**config.mk**
```make
export PLATFORM = sky130hd
export DESIGN_NAME = adft_cell
export DESIGN_NICKNAME = d
export VERILOG_FILES = /design/src/rtl/adft_pkg.sv /design/src/rtl/adft_cell.sv
export SDC_FILE = /design/constraint.sdc
export NUM_CORES = 1
export LEC_CHECK = 0
export ABC_AREA = 1
export BUFFER_PORTS_ARGS = -buffer_cell sky130_fd_sc_hd__buf_2
export CAP_MARGIN = 20
export CORE_MARGIN = 3
export CORE_UTILIZATION = 54
export CTS_BUF_LIST = sky130_fd_sc_hd__clkbuf_4 sky130_fd_sc_hd__clkbuf_8
export CTS_CLUSTER_DIAMETER = 60
export CTS_CLUSTER_SIZE = 20
export DETAILED_ROUTE_END_ITERATION = 7
export PLACE_DENSITY_LB_ADDON = 0.15
export SYNTH_ARGS = -nofsm -noshare
export SYNTH_HDL_FRONTEND = slang
export SYNTH_SLANG_ARGS = --single-unit
```
**constraint.sdc**
```tcl
create_clock -name clk -period 5.3 [get_ports clk]
set_input_delay 0.53 -clock clk [delete_from_list [all_inputs] [get_ports clk]]
set_output_delay 0.53 -clock clk [all_outputs]
set_load 0.02 [all_outputs]
```
**src/rtl/adft_pkg.sv**
```systemverilog
// shared types and status codes for the allocation double-free tracker
package adft_pkg;

    localparam logic [2:0] ST_NEW          = 3'd0;
    localparam logic [2:0] ST_REALLOC      = 3'd1;
    localparam logic [2:0] ST_DOUBLE_ALLOC = 3'd2;
    localparam logic [2:0] ST_FULL         = 3'd3;
    localparam logic [2:0] ST_FREE_OK      = 3'd4;
    localparam logic [2:0] ST_DOUBLE_FREE  = 3'd5;
    localparam logic [2:0] ST_UNKNOWN      = 3'd6;

    localparam logic KIND_ALLOC = 1'b0;
    localparam logic KIND_FREE  = 1'b1;

    // event token that walks down the cell chain
    typedef struct packed {
        logic       valid;
        logic       kind;
        logic       done;
        logic [2:0] status;
    } token_t;

endpackage

```
**src/rtl/adft_cell.sv**
```systemverilog
// one table cell: holds one entry and resolves passing events against it
module adft_cell
    import adft_pkg::*;
#(
    parameter int ADDR_BITS = 64
)
(
    input  logic                 clk,
    input  logic                 rst_n,
    input  logic                 advance,
    input  token_t               tok_in,
    input  logic [ADDR_BITS-1:0] addr_in,
    output token_t               tok_out,
    output logic [ADDR_BITS-1:0] addr_out
);

    logic                 used_reg;
    logic                 used_next;
    logic                 live_reg;
    logic                 live_next;
    logic [ADDR_BITS-1:0] addr_reg;
    logic [ADDR_BITS-1:0] addr_next;
    token_t               tok_reg;
    token_t               tok_next;
    logic [ADDR_BITS-1:0] pass_reg;
    logic                 hit;
    logic                 active;

    assign hit    = used_reg && (addr_reg == addr_in);
    assign active = tok_in.valid && !tok_in.done;

    always_comb
    begin
        used_next = used_reg;
        live_next = live_reg;
        addr_next = addr_reg;
        tok_next  = tok_in;
        if (active)
        begin
            priority if (hit)
            begin
                tok_next.done = 1'b1;
                if (tok_in.kind == KIND_ALLOC)
                begin
                    if (live_reg)
                    begin
                        tok_next.status = ST_DOUBLE_ALLOC;
                    end
                    else
                    begin
                        live_next       = 1'b1;
                        tok_next.status = ST_REALLOC;
                    end
                end
                else
                begin
                    if (live_reg)
                    begin
                        live_next       = 1'b0;
                        tok_next.status = ST_FREE_OK;
                    end
                    else
                    begin
                        tok_next.status = ST_DOUBLE_FREE;
                    end
                end
            end
            else if (!used_reg)
            begin
                // first empty cell: no entry beyond it is in use
                tok_next.done = 1'b1;
                if (tok_in.kind == KIND_ALLOC)
                begin
                    used_next       = 1'b1;
                    live_next       = 1'b1;
                    addr_next       = addr_in;
                    tok_next.status = ST_NEW;
                end
                else
                begin
                    tok_next.status = ST_UNKNOWN;
                end
            end
            else
            begin
                tok_next = tok_in;
            end
        end
    end

    always_ff @(posedge clk or negedge rst_n)
    begin
        if (!rst_n)
        begin
            used_reg <= 1'b0;
            tok_reg  <= '0;
        end
        else if (advance)
        begin
            used_reg <= used_next;
            tok_reg  <= tok_next;
        end
    end

    always_ff @(posedge clk)
    begin
        if (advance)
        begin
            live_reg <= live_next;
            addr_reg <= addr_next;
            pass_reg <= addr_in;
        end
    end

    assign tok_out  = tok_reg;
    assign addr_out = pass_reg;

    a_used_sticks: assert property (@(posedge clk) disable iff (!rst_n)
        used_reg |=> used_reg)
        else $error("table cell lost its entry");

    a_unresolved_needs_entry: assert property (@(posedge clk) disable iff (!rst_n)
        tok_reg.valid && !tok_reg.done |-> used_reg)
        else $error("event passed an empty cell unresolved");

    a_unresolved_no_match: assert property (@(posedge clk) disable iff (!rst_n)
        tok_reg.valid && !tok_reg.done |-> pass_reg != addr_reg)
        else $error("event passed a matching cell unresolved");

endmodule

```
==> results.tsv <==
metric	value	unit
Final period util	41.9	%
row count	35	
Tmin final	2220	ps
Hold/Removal Path Class	in -> reg	
Synth Area in Compound Gates	0.605	%
Final ANT Viol Nets	0	
Area Growth Syn to Fin	24.1	%
commonest non-fill, non-tap cell in the layout	buf_2	
Final Max Slew Viols	0	
Crit Path Class	in -> reg	
post-synthesis simple-gate area fraction	14.8	%
dpl hpwl	6990	um
unrepaired setup endpoints after global routing	false	
Placer Congestion	0.851	
fillers	715	
dpl ws	2610	ps
Yosys top cell by area	edfxtp_1	
Hold Buf Count CTS	1	
status	finished, final reports clean	
die footprint	11200	um2
distinct cell type count after synthesis	16	
number of synthesized register bits	136	
vias in the first global route	3381	
clock skew	12.8	ps
# Post-CTS Setup Buffers	0	
Synth Cell Area	5380	um2
n_diodes	0	
Setup Viol. Count Final	0	
syn avg cell area	12.3	um2
sequential area share after synthesis	75.3	%
Crit path arrival time	2300	ps
DRC	0	
die extent in y	106	um
IO buf count	142	
main combinational cell family by area after synthesis	simple AND/OR/NAND/NOR gates	
Core Util, Final	70.5	%
pin count of the biggest net entering global routing	71	
Clk Latency, worst-skew pair	430	ps
cts bufs inserted	17	
worst-path maximum fanout	35	
total gr overflow	0	
fmax	451	MHz
Area contributors post-synth	edfxtp_1, nand2_1, nor2_1, xor2_1, inv_1	
Critical Path Sink Type	register	
worst setup margin	3080	ps
core area	9460	um2
number of top-level pins	143	
Die W	106	um
final hold violations	0	
Max-Cap Viols	0	
Hold Crit Depth	1	
post-synthesis mux area share	0	%
htree depth	4	
final hold slack	310	ps
YS warnings	0	
adder-cell area share of the yosys netlist	0	%
initial DRC count	140	
Power Density	340	nW/um2
startpoint types	input pin	
area share of xor/xnor cells in the synthesized design	4.72	%
Slew @ Worst Pin	874	ps
DRT Pass-1 Iters	5	
clk root buf	clkbuf_8	
first-pass GRT wire length	16000	um
CTS tree	yes	
Wirelength per Cell	13.3	um
Finished Cell Area	6670	um2
P_leak	2.98	nW
Initial Util	56.9	%
layout cells sized above 1	29.5	%
Via Count	3500	
Mapped Nets	511	
drt via density	4.71	
Worst Path Required	5380	ps
total negative slack	0	ps
initial antenna violation count	0	
VDD IR max	0.000172	V
R2R depth	2	
overall routed net length	9900	um
share of the synthesized area in the top cell type	72.0	%
Post-DP Area	6270	um2
fin nets	674	
Clock Sinks	136	
Clk pin slew, worst setup/hold paths	80	ps
Slew Limit Headroom	41.7	%
clock buffer depth	2	
CTS resizes	0	
Syn Inst Count	438	
GRT Total Usage	18.5	%
most frequent cells in the layout	buf_2, edfxtp_1, nand2_1	
## worst max-delay path, stage by stage
cell and delay [ps]:
buf_2 100, inv_1 60, nand2_1 90, inv_1 170
nand2_1 140, nor2_4 650, buf_4 530
## final cells by class
type | instances | area [um2] | share of cell area, %
Sequential cell | 136 | 4050 | 60.7
Multi-Input combinational cell | 236 | 1090 | 16.3
Timing Repair Buffer | 145 | 736 | 11.0
Clock buffer | 19 | 249 | 3.73
Inverter | 65 | 244 | 3.66
Tap cell | 129 | 161 | 2.42
Clock inverter | 13 | 146 | 2.19
## power breakdown
part,switching (W),internal [W]
Combinational,0.000131,0.0000662
Clock,0.000404,0.000433
Sequential,0.0000112,0.00122
Total,0.000547,0.00172
## stage by stage
step / instances / power [W]
after floorplan: 438 / 0.00135
after CTS: 743 / 0.00229
after global placement: 710 / 0.00145
final: 743 / 0.00227
after global routing: 743 / 0.00236
after detailed placement: 710 / 0.00146
## cells in the mapped netlist
library cell	count
inv_1	65
a211oi_1	1
nand2_2	2
buf_2	1
nand3_1	6
a31oi_1	1
nor2_1	72
a21oi_1	1
a21oi_2	1
xor2_1	29
o21ai_0	1
nor2_4	2
edfxtp_1	129
nand2_1	117
nand4_1	3
dfrtp_1	7
## final timing paths
kind,slack (ps),from,endpoint
min in group asynchronous,480,rst_n,tok_out[4]$_DFFE_PN0P_
max,3080,tok_in[3],addr_reg[34]$_DFFE_PP_
max reg2reg,3200,used_reg$_DFFE_PN0P_,addr_reg[34]$_DFFE_PP_
max in group asynchronous,4650,rst_n,tok_out[1]$_DFFE_PN0P_
min,310,addr_in[50],addr_out[50]$_DFFE_PP_
min reg2reg,490,tok_out[0]$_DFFE_PN0P_,tok_out[0]$_DFFE_PN0P_
## layer usage
metal  routed length (um)  vias to the layer above  part of all wire, %  global-route usage, %
li1                     -                     1743                    -                      -
met4                   82                        0                 0.83                   6.29
met2                 4880                      128                   49                   29.4
met5                    0                        -                    0                      0
met3                  662                       10                  6.7                   6.37
met1                 4280                     1619                   43                   23.8
## cell families (layout without fill, tap and decap cells)
logic type                Yosys count  count (layout)
buffers and inverters              66             242
and+or+nand+nor                   202             202
xor gates and xnor gates           29              29
DFF                               136             136
AOI/OAI and AO/OA                   5               5
(Power assumes the default switching activity.)
